[src/rtl/temp_sensor_scratchpad_check_assert.svh]
// Assertion macros shared by the scratchpad checker modules.
// Each macro gets a label, the clock, the active-low reset, a condition,
// a consequence and a message string.
`ifndef TEMP_SENSOR_SCRATCHPAD_CHECK_ASSERT_SVH
`define TEMP_SENSOR_SCRATCHPAD_CHECK_ASSERT_SVH

// The consequence must hold in the same cycle as the condition.
`define TSC_ASSERT_SAME(lbl, ck, rstn, ante, cons, msg) \
	lbl: assert property (@(posedge ck) disable iff (!(rstn)) (ante) |-> (cons)) \
		else $error(msg);

// The consequence must hold in the cycle after the condition.
`define TSC_ASSERT_NEXT(lbl, ck, rstn, ante, cons, msg) \
	lbl: assert property (@(posedge ck) disable iff (!(rstn)) (ante) |=> (cons)) \
		else $error(msg);

`endif

[src/rtl/tsc_pkg.sv]
`timescale 1ns / 1ps
package tsc_pkg;

	// Input item kinds.
	localparam logic KIND_BUS_RESET = 1'b0;
	localparam logic KIND_SCRATCH   = 1'b1;

	// Result status codes.
	localparam logic [1:0] ST_VALID     = 2'd0;
	localparam logic [1:0] ST_CRC_ERROR = 2'd1;
	localparam logic [1:0] ST_NO_DEVICE = 2'd2;

	// Resolution codes from configuration byte bits 6..5.
	localparam logic [1:0] RES_9_BIT  = 2'd0;
	localparam logic [1:0] RES_10_BIT = 2'd1;
	localparam logic [1:0] RES_11_BIT = 2'd2;
	localparam logic [1:0] RES_12_BIT = 2'd3;

	// Scratchpad layout.
	localparam logic [3:0] BYTE_TEMP_LO   = 4'd0;
	localparam logic [3:0] BYTE_TEMP_HI   = 4'd1;
	localparam logic [3:0] BYTE_CONFIG    = 4'd4;
	localparam logic [3:0] BYTE_CRC       = 4'd8;

	localparam logic [7:0] CRC_POLY = 8'h8C;

	localparam int unsigned QUEUE_DEPTH = 2;

	// One queued result, before resolution masking.
	typedef struct packed {
		logic [1:0]  status;
		logic [15:0] raw_temp;
		logic [1:0]  res_code;
	} tsc_cmd_t;

	// Reflected CRC-8 update, one byte, data least significant bit first.
	function automatic logic [7:0] crc8_update(input logic [7:0] crc_in, input logic [7:0] b);
		logic [7:0] crc;
		logic mix;
		crc = crc_in;
		for (int k = 0; k < 8; k++) begin
			mix = crc[0] ^ b[k];
			crc = crc >> 1;
			if (mix) begin
				crc = crc ^ CRC_POLY;
			end
		end
		return crc;
	endfunction

endpackage

[src/rtl/tsc_queue.sv]
`timescale 1ns / 1ps
`include "temp_sensor_scratchpad_check_assert.svh"
module tsc_queue #(
	parameter int unsigned Width = 20,
	parameter int unsigned Depth = 2
) (
	input  logic             clk,
	input  logic             arst_n,
	input  logic             push,
	input  logic [Width-1:0] wr_data,
	output logic             full,
	input  logic             pop,
	output logic             rd_valid,
	output logic [Width-1:0] rd_data
);
	localparam int unsigned PtrW = (Depth > 1) ? $clog2(Depth) : 1;
	localparam int unsigned CntW = $clog2(Depth + 1);

	logic [Width-1:0] mem_q [Depth];
	logic [PtrW-1:0]  wr_ptr_q;
	logic [PtrW-1:0]  rd_ptr_q;
	logic [CntW-1:0]  count_q;
	logic             do_push;
	logic             do_pop;

	assign full     = count_q == CntW'(Depth);
	assign rd_valid = count_q != '0;
	assign rd_data  = mem_q[rd_ptr_q];
	assign do_push  = push && !full;
	assign do_pop   = pop && rd_valid;

	always_ff @(posedge clk) begin
		if (do_push) begin
			mem_q[wr_ptr_q] <= wr_data;
		end
	end

	always_ff @(posedge clk or negedge arst_n) begin
		if (!arst_n) begin
			wr_ptr_q <= '0;
			rd_ptr_q <= '0;
			count_q  <= '0;
		end else begin
			if (do_push) begin
				wr_ptr_q <= (wr_ptr_q == PtrW'(Depth - 1)) ? '0 : wr_ptr_q + 1'b1;
			end
			if (do_pop) begin
				rd_ptr_q <= (rd_ptr_q == PtrW'(Depth - 1)) ? '0 : rd_ptr_q + 1'b1;
			end
			if (do_push && !do_pop) begin
				count_q <= count_q + 1'b1;
			end else if (do_pop && !do_push) begin
				count_q <= count_q - 1'b1;
			end
		end
	end

	`TSC_ASSERT_SAME(a_no_push_when_full, clk, arst_n, push, !full, "push into a full queue")
	`TSC_ASSERT_SAME(a_count_bound, clk, arst_n, 1'b1, count_q <= CntW'(Depth), "queue count overrun")
	`TSC_ASSERT_NEXT(a_push_grows, clk, arst_n, do_push && !do_pop, count_q == $past(count_q) + 1'b1, "push lost")
	`TSC_ASSERT_NEXT(a_both_hold, clk, arst_n, do_push && do_pop, count_q == $past(count_q), "count moved on push and pop")
endmodule

[src/rtl/tsc_front.sv]
`timescale 1ns / 1ps
module tsc_front (
	input  logic              clk,
	input  logic              arst_n,
	input  logic              in_valid,
	output logic              in_ready,
	input  logic              kind,
	input  logic              presence,
	input  logic [7:0]        data_byte,
	input  logic              q_full,
	output logic              push,
	output tsc_pkg::tsc_cmd_t cmd
);
	import tsc_pkg::*;

	logic       frame_open_q;
	logic [3:0] byte_count_q;
	logic [7:0] crc_q;
	logic [7:0] temp_lo_q;
	logic [7:0] temp_hi_q;
	logic [1:0] res_q;

	logic accept;
	logic no_device;
	logic open_frame;
	logic frame_byte;
	logic frame_end;
	logic crc_ok;

	assign in_ready   = !q_full;
	assign accept     = in_valid && in_ready;
	assign no_device  = (kind == KIND_BUS_RESET) && !presence;
	assign open_frame = (kind == KIND_BUS_RESET) && presence;
	assign frame_byte = (kind == KIND_SCRATCH) && frame_open_q;
	assign frame_end  = frame_byte && (byte_count_q >= BYTE_CRC);
	assign crc_ok     = crc_q == data_byte;
	assign push       = accept && (no_device || frame_end);

	always_comb begin
		cmd = '0;
		priority if (no_device) begin
			cmd.status = ST_NO_DEVICE;
		end else if (crc_ok) begin
			cmd.status   = ST_VALID;
			cmd.raw_temp = {temp_hi_q, temp_lo_q};
			cmd.res_code = res_q;
		end else begin
			cmd.status = ST_CRC_ERROR;
		end
	end

	always_ff @(posedge clk or negedge arst_n) begin
		if (!arst_n) begin
			frame_open_q <= 1'b0;
			byte_count_q <= '0;
			crc_q        <= '0;
			temp_lo_q    <= '0;
			temp_hi_q    <= '0;
			res_q        <= '0;
		end else if (accept) begin
			priority if (no_device) begin
				frame_open_q <= 1'b0;
			end else if (open_frame) begin
				frame_open_q <= 1'b1;
				byte_count_q <= '0;
				crc_q        <= '0;
			end else if (frame_end) begin
				frame_open_q <= 1'b0;
				byte_count_q <= '0;
			end else if (frame_byte) begin
				if (byte_count_q == BYTE_TEMP_LO) begin
					temp_lo_q <= data_byte;
				end
				if (byte_count_q == BYTE_TEMP_HI) begin
					temp_hi_q <= data_byte;
				end
				if (byte_count_q == BYTE_CONFIG) begin
					res_q <= data_byte[6:5];
				end
				crc_q        <= crc8_update(crc_q, data_byte);
				byte_count_q <= byte_count_q + 1'b1;
			end else begin
				// A byte outside a frame leaves every register as it is.
			end
		end
	end
endmodule

[src/rtl/tsc_back.sv]
`timescale 1ns / 1ps
`include "temp_sensor_scratchpad_check_assert.svh"
module tsc_back (
	input  logic               clk,
	input  logic               arst_n,
	input  logic               q_valid,
	input  tsc_pkg::tsc_cmd_t  q_cmd,
	output logic               pop,
	output logic               out_valid,
	input  logic               out_ready,
	output logic [1:0]         status,
	output logic signed [15:0] temperature,
	output logic [1:0]         resolution_code
);
	import tsc_pkg::*;

	logic               out_valid_q;
	logic [1:0]         status_q;
	logic signed [15:0] temp_q;
	logic [1:0]         res_q;
	logic [15:0]        masked;

	// Clear the bits below the sensor's resolution.
	always_comb begin
		unique case (q_cmd.res_code)
			RES_9_BIT:  masked = q_cmd.raw_temp & 16'hFFF8;
			RES_10_BIT: masked = q_cmd.raw_temp & 16'hFFFC;
			RES_11_BIT: masked = q_cmd.raw_temp & 16'hFFFE;
			RES_12_BIT: masked = q_cmd.raw_temp;
			default:    masked = q_cmd.raw_temp;
		endcase
	end

	assign pop             = q_valid && (!out_valid_q || out_ready);
	assign out_valid       = out_valid_q;
	assign status          = status_q;
	assign temperature     = temp_q;
	assign resolution_code = res_q;

	always_ff @(posedge clk or negedge arst_n) begin
		if (!arst_n) begin
			out_valid_q <= 1'b0;
		end else if (pop) begin
			out_valid_q <= 1'b1;
		end else if (out_ready) begin
			out_valid_q <= 1'b0;
		end
	end

	always_ff @(posedge clk) begin
		if (pop) begin
			status_q <= q_cmd.status;
			temp_q   <= masked;
			res_q    <= q_cmd.res_code;
		end
	end

	`TSC_ASSERT_SAME(a_error_zeroed, clk, arst_n, out_valid_q && (status_q != ST_VALID), (temp_q == 16'sd0) && (res_q == '0), "error result carries data")
	`TSC_ASSERT_SAME(a_status_code, clk, arst_n, out_valid_q, (status_q == ST_VALID) || (status_q == ST_CRC_ERROR) || (status_q == ST_NO_DEVICE), "bad status code")
	`TSC_ASSERT_SAME(a_mask_9bit, clk, arst_n, out_valid_q && (res_q == RES_9_BIT), temp_q[2:0] == 3'd0, "9-bit result has low bits set")
	`TSC_ASSERT_NEXT(a_pop_loads, clk, arst_n, pop, out_valid_q, "popped result not shown")
endmodule

[src/rtl/temp_sensor_scratchpad_check.sv]
// Scratchpad checker for a one-wire temperature sensor.
// Input channel (in_valid/in_ready): each beat is either a bus-reset outcome
// (kind 0, presence flag) or one scratchpad byte (kind 1, data_byte). A reset
// with presence opens a nine-byte frame; bytes outside a frame are dropped.
// Output channel (out_valid/out_ready): one beat for a reset without presence
// (no device) and one beat after the ninth byte of a frame, carrying either the
// resolution-masked temperature or a CRC error with zero data.
// A result beat is registered in the queue and then in the output register before it shows.
// Throughput: one input beat per cycle while in_ready is high; the front end updates
// the CRC for a whole byte as each beat is accepted.
// Results pass through a small queue and an output register, so input beats
// keep flowing while a result waits. When the receiver stalls long enough to
// fill the queue, in_ready drops until a result is taken.
// Reset (arst_n low) closes any frame, clears the CRC and byte count, and
// empties the queue and output register. No clearing pass is needed.
`timescale 1ns / 1ps
module temp_sensor_scratchpad_check #(
	parameter int unsigned QueueDepth = tsc_pkg::QUEUE_DEPTH
) (
	input  logic               clk,
	input  logic               arst_n,
	input  logic               in_valid,
	output logic               in_ready,
	input  logic               kind,
	input  logic               presence,
	input  logic [7:0]         data_byte,
	output logic               out_valid,
	input  logic               out_ready,
	output logic [1:0]         status,
	output logic signed [15:0] temperature,
	output logic [1:0]         resolution_code
);
	import tsc_pkg::*;

	// Front to queue.
	logic     push;
	logic     q_full;
	tsc_cmd_t push_cmd;

	// Queue to back.
	logic     pop;
	logic     q_valid;
	tsc_cmd_t head_cmd;

	// The front end tracks the frame, the CRC and the captured bytes, and
	// decides per beat whether a result is due.
	tsc_front u_front (
		.clk       (clk),
		.arst_n    (arst_n),
		.in_valid  (in_valid),
		.in_ready  (in_ready),
		.kind      (kind),
		.presence  (presence),
		.data_byte (data_byte),
		.q_full    (q_full),
		.push      (push),
		.cmd       (push_cmd)
	);

	// Pending results wait here while the receiver stalls.
	tsc_queue #(
		.Width ($bits(tsc_cmd_t)),
		.Depth (QueueDepth)
	) u_queue (
		.clk      (clk),
		.arst_n   (arst_n),
		.push     (push),
		.wr_data  (push_cmd),
		.full     (q_full),
		.pop      (pop),
		.rd_valid (q_valid),
		.rd_data  (head_cmd)
	);

	// The back end applies resolution masking and holds the output beat.
	tsc_back u_back (
		.clk             (clk),
		.arst_n          (arst_n),
		.q_valid         (q_valid),
		.q_cmd           (head_cmd),
		.pop             (pop),
		.out_valid       (out_valid),
		.out_ready       (out_ready),
		.status          (status),
		.temperature     (temperature),
		.resolution_code (resolution_code)
	);
endmodule

[config.mk]
export PLATFORM = sky130hd
export DESIGN_NAME = temp_sensor_scratchpad_check
export DESIGN_NICKNAME = d
export VERILOG_FILES = /design/src/rtl/tsc_pkg.sv /design/src/rtl/tsc_queue.sv /design/src/rtl/tsc_front.sv /design/src/rtl/tsc_back.sv /design/src/rtl/temp_sensor_scratchpad_check.sv
export VERILOG_INCLUDE_DIRS = /design/src /design/src/rtl
export SDC_FILE = /design/constraint.sdc
export NUM_CORES = 1
export LEC_CHECK = 0
export ABC_CLOCK_PERIOD_IN_PS = 8119
export BUFFER_PORTS_ARGS = -buffer_cell sky130_fd_sc_hd__buf_2
export CAP_MARGIN = 25
export CORE_ASPECT_RATIO = 0.5
export CORE_UTILIZATION = 63
export DETAILED_ROUTE_END_ITERATION = 8
export GPL_TIMING_DRIVEN = 0
export PLACE_DENSITY = 0.95
export SLEW_MARGIN = 20
export SYNTH_ARGS = -nofsm -noshare
export SYNTH_HDL_FRONTEND = slang
export SYNTH_SLANG_ARGS = --single-unit
[constraint.sdc]
create_clock -name clk -period 8.12 [get_ports clk]
set_clock_uncertainty 0.1 [all_clocks]
set_input_delay 0.406 -clock clk [delete_from_list [all_inputs] [get_ports clk]]
set_output_delay 0.406 -clock clk [all_outputs]
set_load 0.02 [all_outputs]
# Word level (Yosys, flattened, before mapping)
# Memories as Yosys holds them, arrays and structs flattened.
# Index checks and enable logic that the tools add are counted.
# op_classes
n_addsub,5
n_mul,0
n_div,0
n_lt_le_gt_ge,1
n_eq_ne,8
shift,0
mux,65
bitwise,20
reduce_logical,32
# op_table
op,count
$mux 8,46
$pmux 16 s4,1
$mux 18,2
$not 2->3,8
$reduce_and 6->1,3
$mux 4,3
$logic_and 1x1->1,11
$mux 1,10
$eq 8x8->1,1
$reduce_bool 2->1,4
$xor 1x1->1,8
$eq 2x2->1 const B,3
$mux 2,3
$reduce_bool 3->1,2
$logic_not 1->1,5
$add 4x1->4 const B,1
$eq 4x1->1 const B,1
$eq 4x3->1 const B,1
$ge 4x4->1 const B,1
$logic_not 4->1,1
$not 1->1,4
$reduce_and 4->1,1
$reduce_and 3->1,1
$add 1x1->1 const B,2
7 further kinds,8
# totals
register_bits,56
latch_bits,0
mem_bits_rw,40
romBits,0
input_bits,14
wordCells,145
memories,1
# memory_table
memory,words,word_bits,read_ports,rd_clocked_by_memory_dff,wr,line_no,source
u_queue.mem_q,2,20,1,0,1,tsc_queue.sv:19,logic [Width-1:0] mem_q [Depth];

# Depth between registers and ports, before layout
# depth
depth_word,54
depth_mapped,7

# Hierarchy
# Synthesis repeated with hierarchy kept, for this count alone.
# hier_totals
cells_unflattened,261
area_unflattened_um2,4202.8
# by_module_without_submodules
mod,instances,cells_each,area_each_um2,seq_area_each_um2
tsc_front,1,153,1803.0,775.7
tsc_queue,1,81,1727.9,1301.2
tsc_back,1,27,671.9,625.6

# Least setup slack after synthesis
# OpenSTA, ideal clock, no wires.
# synth_timing
path_type,reg-to-reg
from,register u_queue.count_q[0]
to,memory u_queue.mem_q[0][0] (enable)
setup_ns,0.422
t_arrival_ns,2.323
slack_ns,5.275
path_stages_with_launch,4
n_path_buf,0
path_cell_list,dfrtp_1 -> nand2b_1 -> nand2_1 -> nor3_1
# synth_via
elab_chain_len,7
# synth_lines
item,line_no,source
start: declaration,tsc_queue.sv:22,logic [CntW-1:0] count_q;
start signal: assignment,tsc_queue.sv:51,count_q <= count_q + 1'b1;
start signal: assignment,tsc_queue.sv:53,count_q <= count_q - 1'b1;
$eq 2x2->1 (*),tsc_queue.sv:26,assign full = count_q == CntW'(Depth);
$logic_not 1->1 (*),tsc_front.sv:30,assign in_ready = !q_full;
named net in_ready,temp_sensor_scratchpad_check.sv:23,"output logic in_ready,"
$logic_and 1x1->1,tsc_front.sv:31,assign accept = in_valid && in_ready;
$logic_and 1x1->1,tsc_front.sv:37,assign push = accept && (no_device || frame_end);
$logic_and 1x1->1 (*),tsc_queue.sv:29,assign do_push = push && !full;
$mux 1 (*),tsc_queue.sv:33,if (do_push) begin
$mux 1 (not written as such) (*),tsc_queue.sv:34,mem_q[wr_ptr_q] <= wr_data;
end: declaration,tsc_queue.sv:19,
# The timed path passes the listed nets; every way through them passes the cells marked *.

==> impl_metrics.tcl <==
set metrics [dict create \
    worstPathArrival_ns 2.81 \
    leakage_nw 1.81 \
    clkSinkCount 96 \
    yosysTopAreaCellShare 0.459 \
    ys_ff_latch 96 \
    cts_resized 0 \
    clkLatencyLatePin_ns 0.34 \
    syn_inst 258 \
    first_pass_iters 4 \
    relSlewSlack 0.333 \
    drt_wl_total_um 7900 \
    dr_wl_met2_um 3880 \
    io_buffers 35 \
    yosysTopAreaCell "edfxtp_1" \
    final_nets 323 \
    core_area_um2 5730 \
    ir_drop_mv 0.181 \
    clk_pin_slew_ns 0.07 \
    htree_levels 3 \
    end_kind "flop" \
    syn-num-nets 276 \
    vias 2260 \
    cts_setup_buffers 0 \
    avgRoutedWirePerCell_um 20.0 \
    numCtsBuffers 9 \
    reg2reg_depth 5 \
    grt_max_degree 37 \
    seqPwrFrac 0.438 \
    p_int_w 0.00114 \
    grt_antenna_before_repair 2 \
    criticalPathCategory "reg -> reg" \
    yosysSeqAreaShare 0.688 \
    p_comb_frac 0.315 \
    die-area_um2 6570 \
    die_x_um 114 \
    r2r-start "u_front.crc_q[7]$_DFFE_PN0P_" \
    finalMaxSlewViolations 0 \
    cts_hold_buf 0 \
    cp-start-kind "flop" \
    fin_util 0.789 \
    routabilityCongestion 0.851 \
    vias_per_cell 5.72 \
    ant_nets 0 \
    initial_utilization 0.685 \
    row_count 19 \
    io_pins 36 \
    first_iter_violations 228 \
    finalCriticalPeriod_ns 2.73 \
    dp.final_hpwl_um 4730 \
    clk_path_buf_depth 2 \
    rsz0062_at_grt "false" \
    syn_to_final_growth_pct 15.1 \
    outcome "complete, no violations" \
    hold_class "in -> async" \
    fill_cells 287 \
    tritoncts "yes" \
    setup_tns_ns 0 \
    syn_area_um2 3930 \
    r2r_end "u_queue.mem_q[0][12]$_DFFE_PP_" \
    finalSetupViolations 0 \
    crit_path_end "u_queue.mem_q[0][12]$_DFFE_PP_" \
    maxCapViolations 0 \
    swShare 0.328 \
    regToRegSetupSlack_ns 5.39 \
    clockRootBuffer "clkbuf_16" \
    required_ns 8.21 \
    fmax_mhz 367 \
    final_cell_mix "edfxtp_1, dfrtp_1, buf_2" \
    maxUsedRoutingLayer "met5" \
    pwr-share-clk 0.247 \
    synth_cell_types 31 \
    worst_slew_pin_slew_ns 1.00 \
    p_switching_w 0.000557 \
    synth.area.top_cells "edfxtp_1, dfrtp_1, mux2_2" \
    grt_pass1_vias 2325 \
    hold_viol 0 \
    met1_length_um 3180 \
    route.detailed.drc 0 \
    whs_ns 0.0453 \
    synth_area_per_cell_um2 15.2 \
    gr-usage-all-layers 0.274 \
    yosys_warnings 0 \
    chipHeight_um 57.8 \
    grt_pass1_wl_um 12600 \
    grt-ovfl-total 0 \
    final_common_cell "edfxtp_1" \
    fin_crit_sh 0.336 \
    dr_wl_met3_um 589 \
    cellPowerDensity_nw_per_um2 376 \
    crit_start "u_front.crc_q[7]$_DFFE_PN0P_" \
    cp_max_fo 10 \
    drive_above_1_share 0.294 \
]
stage by stage:
| step | instance area (um2) | setup slack (ns) | total power [W] | instances |
|---|---|---|---|---|
| floorplan | 3930 | 5.27 | 0.00113 | 258 |
| global placement | 4210 | 4.61 | 0.00123 | 377 |
| detailed placement | 4220 | 5.33 | 0.00126 | 378 |
| CTS | 4520 | 5.42 | 0.00170 | 394 |
| global route | 4520 | 5.25 | 0.00178 | 395 |
| finish | 4520 | 5.39 | 0.00170 | 395 |
Yosys cell counts:
library cell / n
inv_1: 7
a31oi_1: 1
nand2_1: 16
nand3_1: 2
mux2i_1: 5
xor2_2: 1
nor2b_1: 1
a22o_1: 1
xor2_1: 5
ha_1: 4
or3_1: 1
buf_1: 2
clkbuf_1: 2
nand2b_1: 3
a21o_1: 1
mux2_2: 33
and3_1: 1
edfxtp_1: 60
nand4_1: 2
xnor3_2: 1
o21ai_1: 1
o21ai_0: 15
xnor2_1: 19
nor4_2: 1
nor3_1: 4
a32o_1: 1
xnor2_2: 2
nor2_1: 9
and2_1: 19
dfrtp_1: 36
a21oi_1: 2
critical path, cell delays in order, from the launching register on:
cell and delay, ns:
dfrtp_1 0.40, xnor2_1 0.34, nand4_1 0.20, nor4_2 0.82, clkbuf_1 0.44, and2_1 0.27
worst min path at each step:
stage / startpoint / to / slack, ns / cells after the start
2_1_floorplan: arst_n / u_back.out_valid$_DFFE_PN0P_ / 0.01 / 0
3_3_place_gp: u_back.out_valid$_DFFE_PN0P_ / u_back.out_valid$_DFFE_PN0P_ / 0.37 / 2
3_5_place_dp: u_front.temp_lo_q[3]$_DFFE_PN0P_ / u_front.temp_lo_q[3]$_DFFE_PN0P_ / 0.39 / 1
4_1_cts: arst_n / u_back.out_valid$_DFFE_PN0P_ / 0.08 / 1
5_1_grt: arst_n / u_front.frame_open_q$_DFFE_PN0P_ / 0.11 / 1
6_report: arst_n / u_front.frame_open_q$_DFFE_PN0P_ / 0.05 / 1
per-layer routing:
layer	up-vias	track usage
met3	28	0.0889
met4	2	0.0996
met1	1105	0.343
met2	112	0.461
met5	-	0
li1	1013	-
cells by family after synthesis:
family,Yosys count,share of synthesized area
flip-flops,96,0.688
AND/OR/NAND/NOR,59,0.0778
multiplexers,38,0.107
buffers and inverters,11,0.0105
XOR/XNOR,28,0.0720
AO/OA/AOI/OAI,22,0.0312
adder cells (fa/ha/maj),4,0.0127
layout make-up:
cell class	count	area, um2	share of cell area
Clock buffer	9	225	0.0498
Sequential cell	96	2700	0.598
Buffer	4	15.0	0.00332
Timing Repair Buffer	36	183	0.0404
Tap cell	84	105	0.0233
Clock inverter	7	72.6	0.0161
Antenna cell	1	2.50	0.000554
Multi-Input combinational cell	151	1190	0.263
Inverter	7	26.3	0.00581
power by group through the flow:
stage               Combinational, W  Clock (W)  Sequential, W
finish                      0.000535   0.000419       0.000744
global route                0.000580   0.000445       0.000753
CTS                         0.000535   0.000421       0.000740
detailed placement          0.000521          0       0.000744
global placement            0.000495          0       0.000731
floorplan                   0.000354          0       0.000778
sequential cells by signal, indices dropped and copies added, names as in the netlist:
signal                  cells
u_back.temperature         16
u_front.frame_open_q        1
u_front.res_q               2
u_back.out_valid            1
u_queue.rd_ptr_q            1
u_back.resolution_code      2
u_queue.count_q             2
u_queue.mem_q              40
u_front.temp_hi_q           8
u_back.status               2
u_front.byte_count_q        4
u_front.crc_q               8
u_queue.wr_ptr_q            1
u_front.temp_lo_q           8
(Power assumes the default switching activity.)
